## src/rtl/core/dspb_pkg.sv

```systemverilog
// ----------------------------------------------------------------------------
// dspb_pkg
// Shared types and constants of the delayed synapse pulse blocker.
// ----------------------------------------------------------------------------
`default_nettype none

package dspb_pkg;

	localparam int CFG_IDX_W    = 1;
	localparam int CFG_DATA_W   = 16;
	localparam int DELAY_W      = 7;
	localparam int DIST_W       = 16;
	localparam int ELAPSED_W    = 16;
	localparam int STATE_CODE_W = 3;

	localparam logic [CFG_IDX_W-1:0] CFG_DELAY_TICKS = 1'b0;
	localparam logic [CFG_IDX_W-1:0] CFG_PULSE_DIST  = 1'b1;

	localparam logic [DELAY_W-1:0]   DELAY_RESET = 7'd8;
	localparam logic [DIST_W-1:0]    DIST_RESET  = 16'd100;
	localparam logic [ELAPSED_W-1:0] ELAPSED_MAX = 16'hFFFF;

	localparam logic [STATE_CODE_W-1:0] CODE_IDLE   = 3'd0;
	localparam logic [STATE_CODE_W-1:0] CODE_LEAD   = 3'd1;
	localparam logic [STATE_CODE_W-1:0] CODE_BIDLE  = 3'd2;
	localparam logic [STATE_CODE_W-1:0] CODE_BPULSE = 3'd3;
	localparam logic [STATE_CODE_W-1:0] CODE_TRAIL  = 3'd4;

	typedef enum logic [4:0] {
		MODE_IDLE   = 5'b00001,
		MODE_LEAD   = 5'b00010,
		MODE_BIDLE  = 5'b00100,
		MODE_BPULSE = 5'b01000,
		MODE_TRAIL  = 5'b10000
	} mode_t;

	typedef struct packed {
		logic                    block_active;
		logic [STATE_CODE_W-1:0] fsm_state;
	} status_t;

	function automatic logic [STATE_CODE_W-1:0] mode_code(input mode_t m);
		logic [STATE_CODE_W-1:0] c;
		case (m)
			MODE_LEAD:   c = CODE_LEAD;
			MODE_BIDLE:  c = CODE_BIDLE;
			MODE_BPULSE: c = CODE_BPULSE;
			MODE_TRAIL:  c = CODE_TRAIL;
			default:     c = CODE_IDLE;
		endcase
		return c;
	endfunction

endpackage

`default_nettype wire

```

## src/rtl/core/dspb_cell.sv

```systemverilog
// ----------------------------------------------------------------------------
// dspb_cell
// One stage of the delay line: holds one potential and passes it on.
// ----------------------------------------------------------------------------
`default_nettype none

module dspb_cell #(
	parameter int W = 16
) (
	input  wire logic         clk,
	input  wire logic         arst_n,
	input  wire logic         shift_en,
	input  wire logic [W-1:0] d_in,
	output logic      [W-1:0] q_out
);

	logic [W-1:0] value_q;

	always_ff @(posedge clk or negedge arst_n) begin
		if (!arst_n) begin
			value_q <= '0;
		end else if (shift_en) begin
			value_q <= d_in;
		end
	end

	assign q_out = value_q;

endmodule

`default_nettype wire

```

## src/rtl/core/dspb_delay_line.sv

```systemverilog
// ----------------------------------------------------------------------------
// dspb_delay_line
// Row of delay cells that shifts once per item, with a tap chosen by the delay.
// ----------------------------------------------------------------------------
`default_nettype none

module dspb_delay_line #(
	parameter int MAX_DELAY = 64,
	parameter int W         = 16
) (
	input  wire logic                        clk,
	input  wire logic                        arst_n,
	input  wire logic                        shift_en,
	input  wire logic [W-1:0]                add_potential,
	input  wire logic [dspb_pkg::DELAY_W-1:0] delay_ticks,
	output logic      [W-1:0]                delayed
);

	localparam int IDX_W = (MAX_DELAY > 1) ? $clog2(MAX_DELAY) : 1;

	logic [W-1:0]     tap [MAX_DELAY];
	logic [31:0]      dsel;
	logic [IDX_W-1:0] tap_idx;

	genvar g;
	generate
		for (g = 0; g < MAX_DELAY; g++) begin : g_cell
			if (g == 0) begin : g_head
				dspb_cell #(.W(W)) u_cell (
					.clk      (clk),
					.arst_n   (arst_n),
					.shift_en (shift_en),
					.d_in     (add_potential),
					.q_out    (tap[g])
				);
			end else begin : g_body
				dspb_cell #(.W(W)) u_cell (
					.clk      (clk),
					.arst_n   (arst_n),
					.shift_en (shift_en),
					.d_in     (tap[g-1]),
					.q_out    (tap[g])
				);
			end
		end
	endgenerate

	// A delay of zero acts as one; a delay beyond the line acts as its length.
	always_comb begin
		dsel = 32'(delay_ticks);
		if (dsel == 32'd0) begin
			dsel = 32'd1;
		end else if (dsel > 32'(MAX_DELAY)) begin
			dsel = 32'(MAX_DELAY);
		end
		tap_idx = IDX_W'(dsel - 32'd1);
	end

	assign delayed = tap[tap_idx];

endmodule

`default_nettype wire

```

## src/rtl/core/dspb_blocker.sv

```systemverilog
// ----------------------------------------------------------------------------
// dspb_blocker
// Saturating delayed add and the five-state pulse blocking machine.
// ----------------------------------------------------------------------------
`default_nettype none

module dspb_blocker #(
	parameter int W = 16
) (
	input  wire logic                         clk,
	input  wire logic                         arst_n,
	input  wire logic                         step,
	input  wire logic [W-1:0]                 main_potential,
	input  wire logic [W-1:0]                 delayed,
	input  wire logic [dspb_pkg::DIST_W-1:0]  pulse_dist_ticks,
	output logic      [W-1:0]                 out_potential,
	output dspb_pkg::status_t                 status
);

	dspb_pkg::mode_t                  mode_q, mode_d;
	logic                             flag_q, flag_d;
	logic [dspb_pkg::ELAPSED_W-1:0]   elapsed_q, elapsed_d, elapsed_inc;
	logic [W:0]                       sum;
	logic [W-1:0]                     sat;
	logic                             sig;
	logic                             in_dist;

	always_comb begin
		sum = {main_potential[W-1], main_potential} + {delayed[W-1], delayed};
		if (sum[W] != sum[W-1]) begin
			sat = sum[W] ? {1'b1, {(W-1){1'b0}}} : {1'b0, {(W-1){1'b1}}};
		end else begin
			sat = sum[W-1:0];
		end
		sig = !sat[W-1] && (|sat);
		elapsed_inc = (elapsed_q != dspb_pkg::ELAPSED_MAX) ? elapsed_q + 1'b1 : elapsed_q;
		in_dist = elapsed_inc < pulse_dist_ticks;
	end

	always_comb begin
		mode_d        = mode_q;
		flag_d        = flag_q;
		elapsed_d     = elapsed_inc;
		out_potential = sat;
		case (mode_q)
			dspb_pkg::MODE_LEAD: begin
				if (!in_dist) begin
					mode_d = dspb_pkg::MODE_IDLE;
				end else if (!sig) begin
					flag_d = 1'b1;
					mode_d = dspb_pkg::MODE_BIDLE;
				end
			end
			dspb_pkg::MODE_BIDLE: begin
				if (sig) begin
					out_potential = '0;
					if (in_dist) begin
						mode_d = dspb_pkg::MODE_BPULSE;
					end else begin
						elapsed_d = '0;
						mode_d    = dspb_pkg::MODE_LEAD;
					end
				end else if (!in_dist) begin
					flag_d = 1'b0;
					mode_d = dspb_pkg::MODE_IDLE;
				end
			end
			dspb_pkg::MODE_BPULSE: begin
				if (sig) begin
					out_potential = '0;
					if (!in_dist) begin
						mode_d = dspb_pkg::MODE_TRAIL;
					end
				end else if (in_dist) begin
					mode_d = dspb_pkg::MODE_BIDLE;
				end else begin
					flag_d = 1'b0;
					mode_d = dspb_pkg::MODE_IDLE;
				end
			end
			dspb_pkg::MODE_TRAIL: begin
				if (sig) begin
					out_potential = '0;
				end else begin
					flag_d = 1'b0;
					mode_d = dspb_pkg::MODE_IDLE;
				end
			end
			default: begin
				mode_d = dspb_pkg::MODE_IDLE;
				if (sig) begin
					elapsed_d = '0;
					mode_d    = dspb_pkg::MODE_LEAD;
				end
			end
		endcase
		status.block_active = flag_d;
		status.fsm_state    = dspb_pkg::mode_code(mode_d);
	end

	always_ff @(posedge clk or negedge arst_n) begin
		if (!arst_n) begin
			mode_q    <= dspb_pkg::MODE_IDLE;
			flag_q    <= 1'b0;
			elapsed_q <= '0;
		end else if (step) begin
			mode_q    <= mode_d;
			flag_q    <= flag_d;
			elapsed_q <= elapsed_d;
		end
	end

endmodule

`default_nettype wire

```

## src/rtl/core/dspb_out_skid.sv

```systemverilog
// ----------------------------------------------------------------------------
// dspb_out_skid
// Output register with a skid stage so the input side never waits on a
// combinational ready from the output side.
// ----------------------------------------------------------------------------
`default_nettype none

module dspb_out_skid #(
	parameter int W = 24
) (
	input  wire logic         clk,
	input  wire logic         arst_n,
	input  wire logic         in_valid,
	output logic              in_ready,
	input  wire logic [W-1:0] in_data,
	output logic              out_valid,
	input  wire logic         out_ready,
	output logic      [W-1:0] out_data
);

	logic         out_valid_q;
	logic         skid_valid_q;
	logic [W-1:0] out_data_q;
	logic [W-1:0] skid_data_q;
	logic         in_accept;

	assign in_ready  = !skid_valid_q;
	assign in_accept = in_valid && !skid_valid_q;
	assign out_valid = out_valid_q;
	assign out_data  = out_data_q;

	always_ff @(posedge clk or negedge arst_n) begin
		if (!arst_n) begin
			out_valid_q  <= 1'b0;
			skid_valid_q <= 1'b0;
		end else if (out_valid_q && out_ready) begin
			if (skid_valid_q) begin
				skid_valid_q <= 1'b0;
			end else if (!in_accept) begin
				out_valid_q <= 1'b0;
			end
		end else if (!out_valid_q) begin
			if (in_accept) begin
				out_valid_q <= 1'b1;
			end
		end else if (in_accept) begin
			skid_valid_q <= 1'b1;
		end
	end

	always_ff @(posedge clk) begin
		if (out_valid_q && out_ready) begin
			if (skid_valid_q) begin
				out_data_q <= skid_data_q;
			end else if (in_accept) begin
				out_data_q <= in_data;
			end
		end else if (!out_valid_q) begin
			if (in_accept) begin
				out_data_q <= in_data;
			end
		end else if (in_accept) begin
			skid_data_q <= in_data;
		end
	end

endmodule

`default_nettype wire

```

## src/rtl/core/delayed_synapse_pulse_blocker.sv

```systemverilog
// ----------------------------------------------------------------------------
// delayed_synapse_pulse_blocker
// Delayed additive synapse with saturation and a pulse blocking state machine.
// ----------------------------------------------------------------------------
// Channel   Direction  Content
// s_axis    in         tdata: main_potential, add_potential
// m_axis    out        tdata: out_potential, block_active, fsm_state
// cfg       in         cfg_we, cfg_index, cfg_data (0 delay_ticks, 1 pulse_dist_ticks)
//
// One item per cycle while s_axis_tready is high; each item's result is registered in the output buffer.
// The delay line is a row of MAX_DELAY cells that shifts once per item.
// Reset clears the delay line and the state machine at once and loads the config registers with their reset values.
// A two-entry output buffer lets input items flow while a result waits;
// s_axis_tready falls only when both entries are full.
// ----------------------------------------------------------------------------
`default_nettype none

module delayed_synapse_pulse_blocker #(
	parameter int MAX_DELAY = 64,
	parameter int POT_WIDTH = 16
) (
	input  wire logic                            clk,
	input  wire logic                            arst_n,
	input  wire logic                            s_axis_tvalid,
	output logic                                 s_axis_tready,
	// main_potential, add_potential
	input  wire logic [((2*POT_WIDTH+7)/8)*8-1:0] s_axis_tdata,
	output logic                                 m_axis_tvalid,
	input  wire logic                            m_axis_tready,
	// out_potential, block_active, fsm_state
	output logic [((POT_WIDTH+4+7)/8)*8-1:0]     m_axis_tdata,
	input  wire logic                            cfg_we,
	input  wire logic [dspb_pkg::CFG_IDX_W-1:0]  cfg_index,
	input  wire logic [dspb_pkg::CFG_DATA_W-1:0] cfg_data
);

	localparam int OUT_W = ((POT_WIDTH+4+7)/8)*8;

	logic [dspb_pkg::DELAY_W-1:0] delay_ticks_q;
	logic [dspb_pkg::DIST_W-1:0]  pulse_dist_q;
	logic                         in_accept;
	logic [POT_WIDTH-1:0]         main_potential;
	logic [POT_WIDTH-1:0]         add_potential;
	logic [POT_WIDTH-1:0]         delayed;
	logic [POT_WIDTH-1:0]         out_potential;
	dspb_pkg::status_t            status;
	logic [OUT_W-1:0]             result;

	assign main_potential = s_axis_tdata[POT_WIDTH-1:0];
	assign add_potential  = s_axis_tdata[2*POT_WIDTH-1:POT_WIDTH];
	assign in_accept      = s_axis_tvalid && s_axis_tready;

	always_ff @(posedge clk or negedge arst_n) begin
		if (!arst_n) begin
			delay_ticks_q <= dspb_pkg::DELAY_RESET;
			pulse_dist_q  <= dspb_pkg::DIST_RESET;
		end else if (cfg_we) begin
			case (cfg_index)
				dspb_pkg::CFG_DELAY_TICKS: delay_ticks_q <= cfg_data[dspb_pkg::DELAY_W-1:0];
				dspb_pkg::CFG_PULSE_DIST:  pulse_dist_q  <= cfg_data[dspb_pkg::DIST_W-1:0];
				default: ;
			endcase
		end
	end

	dspb_delay_line #(
		.MAX_DELAY (MAX_DELAY),
		.W         (POT_WIDTH)
	) u_delay_line (
		.clk           (clk),
		.arst_n        (arst_n),
		.shift_en      (in_accept),
		.add_potential (add_potential),
		.delay_ticks   (delay_ticks_q),
		.delayed       (delayed)
	);

	dspb_blocker #(
		.W (POT_WIDTH)
	) u_blocker (
		.clk              (clk),
		.arst_n           (arst_n),
		.step             (in_accept),
		.main_potential   (main_potential),
		.delayed          (delayed),
		.pulse_dist_ticks (pulse_dist_q),
		.out_potential    (out_potential),
		.status           (status)
	);

	assign result = OUT_W'({status.fsm_state, status.block_active, out_potential});

	dspb_out_skid #(
		.W (OUT_W)
	) u_out_skid (
		.clk       (clk),
		.arst_n    (arst_n),
		.in_valid  (s_axis_tvalid),
		.in_ready  (s_axis_tready),
		.in_data   (result),
		.out_valid (m_axis_tvalid),
		.out_ready (m_axis_tready),
		.out_data  (m_axis_tdata)
	);

endmodule

`default_nettype wire

```

## config.mk

```make
export PLATFORM = sky130hd
export DESIGN_NAME = delayed_synapse_pulse_blocker
export DESIGN_NICKNAME = d
export VERILOG_FILES = /design/src/rtl/core/dspb_pkg.sv /design/src/rtl/core/dspb_cell.sv /design/src/rtl/core/dspb_delay_line.sv /design/src/rtl/core/dspb_blocker.sv /design/src/rtl/core/dspb_out_skid.sv /design/src/rtl/core/delayed_synapse_pulse_blocker.sv
export SDC_FILE = /design/constraint.sdc
export NUM_CORES = 2
export LEC_CHECK = 0
export ABC_AREA = 1
export BUFFER_PORTS_ARGS = -buffer_cell sky130_fd_sc_hd__buf_2
export CAP_MARGIN = 20
export CELL_PAD_IN_SITES_DETAIL_PLACEMENT = 0
export CELL_PAD_IN_SITES_GLOBAL_PLACEMENT = 1
export CORE_UTILIZATION = 25
export CTS_CLUSTER_SIZE = 10
export DETAILED_ROUTE_END_ITERATION = 16
export HOLD_SLACK_MARGIN = 0.03
export PLACE_DENSITY_LB_ADDON = 0.1
export SYNTH_ARGS = -nofsm -noshare
export SYNTH_HDL_FRONTEND = slang
export SYNTH_HIERARCHICAL = 1
export SYNTH_SLANG_ARGS = --single-unit
```

## constraint.sdc

```tcl
create_clock -name clk -period 7.81 [get_ports clk]
set_input_delay 0.3905 -clock clk [delete_from_list [all_inputs] [get_ports clk]]
set_output_delay 0.3905 -clock clk [all_outputs]
set_load 0.01 [all_outputs]
```

==> flow_results.org <==
** Layout
- The layout has 27300 filler cells.
- In the final layout, the share of cells above drive strength 1 is 10.6%.
- Relative area change from synthesis to final layout :: 12.3%
- Post-layout nets :: 8441
- The multi-input combinational cells in the finished layout cover a total of 25500 sq um.
- Registers take 28200 sq um.
- After routing the design area is 69500 sq um.

** Global route
- Global routing used 18.6% of the available tracks.
- Leftover overflow at the end of global routing :: 0
- Maximum number of pins on one net before global-route repair :: 154
- The first global-routing pass estimated 354000 microns of wire.
- Number of antenna violations at the first check in global routing :: 10
- Via count of the first global-routing pass :: 52100

** Setup path
- Register-to-register setup slack :: 600 ps
- The endpoint identified for the worst register-to-register timing path is u_out_skid/out_data[14].
- The worst register-to-register path has a depth of 45.
- Maximum net fanout on the critical path :: 38
- The worst setup path is captured at a flop.
- Worst setup path class :: flop to flop
- Startpoint type of the worst setup path :: flop
- Startpoint of the lowest-slack register-to-register path :: delay_ticks_q[0]
- For the worst setup path, the data required time is 8470 ps.
- The most critical setup path has its endpoint at u_out_skid/out_data[14].
- Master of the slowest instance on the critical path :: sky130_fd_sc_hd__dfrtp_1
- Critical path startpoint :: delay_ticks_q[0]
- Data on the critical path arrives at its endpoint at 7860 ps.
- Largest stage delay, worst path :: 470 ps

** Placement
- Post-DP Area :: 64200 sq um
- HPWL after detailed placement :: 149000 microns
- Gp weighted congestion :: 0.791
- Placement Setup Slack :: 549 ps
- In this run the tool buffered the top-level ports with 79 buffer cells.

** Logic synthesis
- Summed over all instances, the cell type with the most area after synthesis is sky130_fd_sc_hd__dfrtp_1.
- Number of warning messages in the yosys log :: 6
- Portion of synthesized cell area occupied by the leading cell type :: 43.1%
- After synthesis, the mean cell area works out to 7.38 sq um.
- Post-synthesis cell count :: 8391
- Yosys mapped the design onto 48 distinct sky130hd cell types.
- Post-synth EDFFs :: 48
- The most used flip-flop cell after synthesis is sky130_fd_sc_hd__dfrtp_1.
- After synthesis the netlist holds a flip-flop and latch count of 1119.
- By count the netlist is led by sky130_fd_sc_hd__nand2_1, sky130_fd_sc_hd__nand3_1, sky130_fd_sc_hd__dfrtp_1.
- The synthesized netlist occupies a cell area of 61900 sq um.
- Sequential elements use 45.6% of the synthesized area.
- Leading post-synthesis cells by cell area :: sky130_fd_sc_hd__dfrtp_1, sky130_fd_sc_hd__nand2_1, sky130_fd_sc_hd__nand3_1, sky130_fd_sc_hd__inv_1, sky130_fd_sc_hd__nand2_2
- Most frequent cell after synthesis :: sky130_fd_sc_hd__nand2_1
- In the synthesized netlist the async set-or-reset flop fraction comes to 95.7%.

** Timing
- For the final database, setup skew stands at 36.2 ps.
- Setup violations remaining at the end of the flow were counted as 0.
- The worst path needs 7210 ps of the cycle, external delays included.
- The final max-slew violation count came to 0.
- Relative slew slack :: 29.8%
- Max frequency :: 139 MHz
- Across all setup checks in the final design, the least slack found is 602 ps.
- Setup repair after global routing left no endpoint under its margin.
- The final hold violation count was 0.
- Of the available clock period, the critical path in the final layout requires 92.3%.
- Post-Route Setup TNS :: 0 ps
- For the pin with the worst max-slew slack, the measured transition is 1050 ps.

** Clock tree
- After clock tree synthesis, the clock-pin slew on the worst setup and hold paths is 60 ps.
- CTS Sinks :: 1119
- The tree is rooted in a sky130_fd_sc_hd__clkbuf_16.
- The clock tree synthesis step divided the H-tree into 4 levels.
- No sink is reached through more buffers than the 3 on the longest clock path.
- Worst-skew pair later-pin latency :: 800 ps
- Clock buffer count from CTS :: 148
- TritonCTS built the clock tree.

** Floorplanning
- The die covers 250000 sq um.
- # rows :: 182
- Initial cell density of the core :: 25.2%
- Die X :: 500 microns
- The floorplan step defined a core boundary enclosing 246000 sq um.
- 80 I/O pins were placed.
- From bottom edge to top edge, the die measures 500 microns.

** Routing
- After detailed routing, the number of vias per cell comes to 4.41.
- Routed vias :: 51900
- Once detail routing completed, the nets flagged for antenna violations numbered 0.
- Wire length per cell :: 19.7 microns
- The detailed router finished its first iteration with 3843 violations.
- The first TritonRoute pass finished after 5 iterations.
- In the routed design, unresolved DRC markers number 0.
- Summed over all layers, the routed wires come to 232000 microns.

** Power
- Leakage component of the power :: 36.0 nW
- Peak supply drop :: 0.205 mV
- In this run the power density over the cells is 259 nW/um^2.

** Run
- Max-cap violations in this run came to 0.

** Min path
- The tightest min-delay check is of the input port to flop type.
- The worst hold path was traced through 3 stages.

** Status
- Result of the run :: completed
==> critical path, delay by kind of cell (launching register included) <==
kind | cells | cell delay (ps)
adders and majority gates | 4 | 1380
buffers and inverters | 9 | 1090
and+or+nand+nor | 31 | 3840
DFF | 1 | 470
AOI/OAI and AO/OA | 1 | 190
==> report_power, final <==
group	internal, mW	switching, mW	total (mW)
clock network	3.99	2.81	6.79
registers	5.92	0.0139	5.94
logic	1.45	3.86	5.31
==> layer usage <==
metal | routed length, microns | global-route usage (%) | vias up
li1 | - | - | 25500
met1 | 117000 | 27.4 | 25500
met2 | 105000 | 29.3 | 756
met3 | 6800 | 1.98 | 213
met4 | 3760 | 3.45 | 0
met5 | 0 | 0 | -
==> repair_timing <==
action                                  4_1_cts  5_1_grt
endpoints found under the setup margin        0        2
hold endpoints to repair                    121        0
resized for setup                             0        4
buffers inserted                              0        5
hold buffers                                 50        0
==> metrics by stage <==
step,power (mW),instances,hold WS (ps),utilization [%]
global route,19.0,11800,154,28.3
detailed placement,11.4,11500,450,26.1
floorplan,8.89,8398,94.9,-
CTS,18.4,11800,105,28.2
finish,18.0,11800,172,28.3
global placement,11.5,11500,447,26.1
==> cell families (layout without fill, tap and decap cells) <==
kind of cell / Yosys count / count (layout) / synth area share (%)
buffers and inverters: 1497 / 1555 / 13.4
other: 1 / 10 / 0.00606
DFF: 1119 / 1119 / 45.6
adders and majority gates: 36 / 36 / 0.740
AOI/OAI and AO/OA: 60 / 60 / 0.600
xor gates and xnor gates: 13 / 13 / 0.184
and+or+nand+nor: 5665 / 5665 / 39.5
==> placed cells by master, fill, tap and decap left out, types with 9 or more instances in the layout <==
master | synthesis | final
sky130_fd_sc_hd__inv_6 | 64 | 67
sky130_fd_sc_hd__dlygate4sd3_1 | 0 | 50
sky130_fd_sc_hd__inv_2 | 11 | 11
sky130_fd_sc_hd__o21ai_0 | 12 | 12
sky130_fd_sc_hd__nand3b_1 | 165 | 165
sky130_fd_sc_hd__ha_1 | 35 | 34
sky130_fd_sc_hd__clkbuf_16 | 0 | 150
sky130_fd_sc_hd__buf_2 | 156 | 78
sky130_fd_sc_hd__edfxtp_1 | 48 | 48
sky130_fd_sc_hd__nand3_1 | 1188 | 1187
sky130_fd_sc_hd__clkbuf_1 | 83 | 44
sky130_fd_sc_hd__nor2_1 | 51 | 50
sky130_fd_sc_hd__dfrtp_1 | 1066 | 1066
sky130_fd_sc_hd__nand3_2 | 15 | 16
sky130_fd_sc_hd__inv_1 | 955 | 953
sky130_fd_sc_hd__nand4_1 | 9 | 9
sky130_fd_sc_hd__a21oi_1 | 24 | 24
sky130_fd_sc_hd__clkinv_2 | 0 | 9
sky130_fd_sc_hd__clkbuf_8 | 0 | 38
sky130_fd_sc_hd__nand2_2 | 342 | 338
sky130_fd_sc_hd__buf_4 | 15 | 80
sky130_fd_sc_hd__buf_12 | 65 | 57
sky130_fd_sc_hd__xor2_1 | 13 | 13
sky130_fd_sc_hd__nand2_1 | 3869 | 3867
==> cell type report <==
cell class	count	area share, %
tap	3312	5.96
multi-input combinational	5782	36.7
clock buffer	232	6.39
sequential	1119	40.6
inverter	1033	6.08
antenna	2	0.00720
clock inverter	23	0.408
timing repair buffer	267	3.85
==> worst min-delay path by stage <==
stage | to | startpoint
floorplan | delay_ticks_q[0] | arst_n
global placement | u_out_skid/skid_valid_q | arst_n
detailed placement | u_out_skid/skid_valid_q | arst_n
CTS | delay_ticks_q[6] | cfg_we
global route | delay_ticks_q[6] | cfg_we
finish | delay_ticks_q[1] | cfg_we
==> sequential cells by signal (all words and copies together) (netlist names) <==
register / cells
u_out_skid/skid_data_q: 24
delay_ticks_q: 7
u_blocker/elapsed_q: 16
u_out_skid/out_valid: 1
u_delay_line/g_cell.g_head.u_cell/q_out: 16
pulse_dist_q: 16
u_out_skid/out_data: 24
u_blocker/flag_q: 1
u_blocker/mode_q: 5
u_out_skid/skid_valid_q: 1
u_delay_line/g_cell.g_body.u_cell/q_out: 1008
No activity file was read; power rests on OpenSTA's default activity.
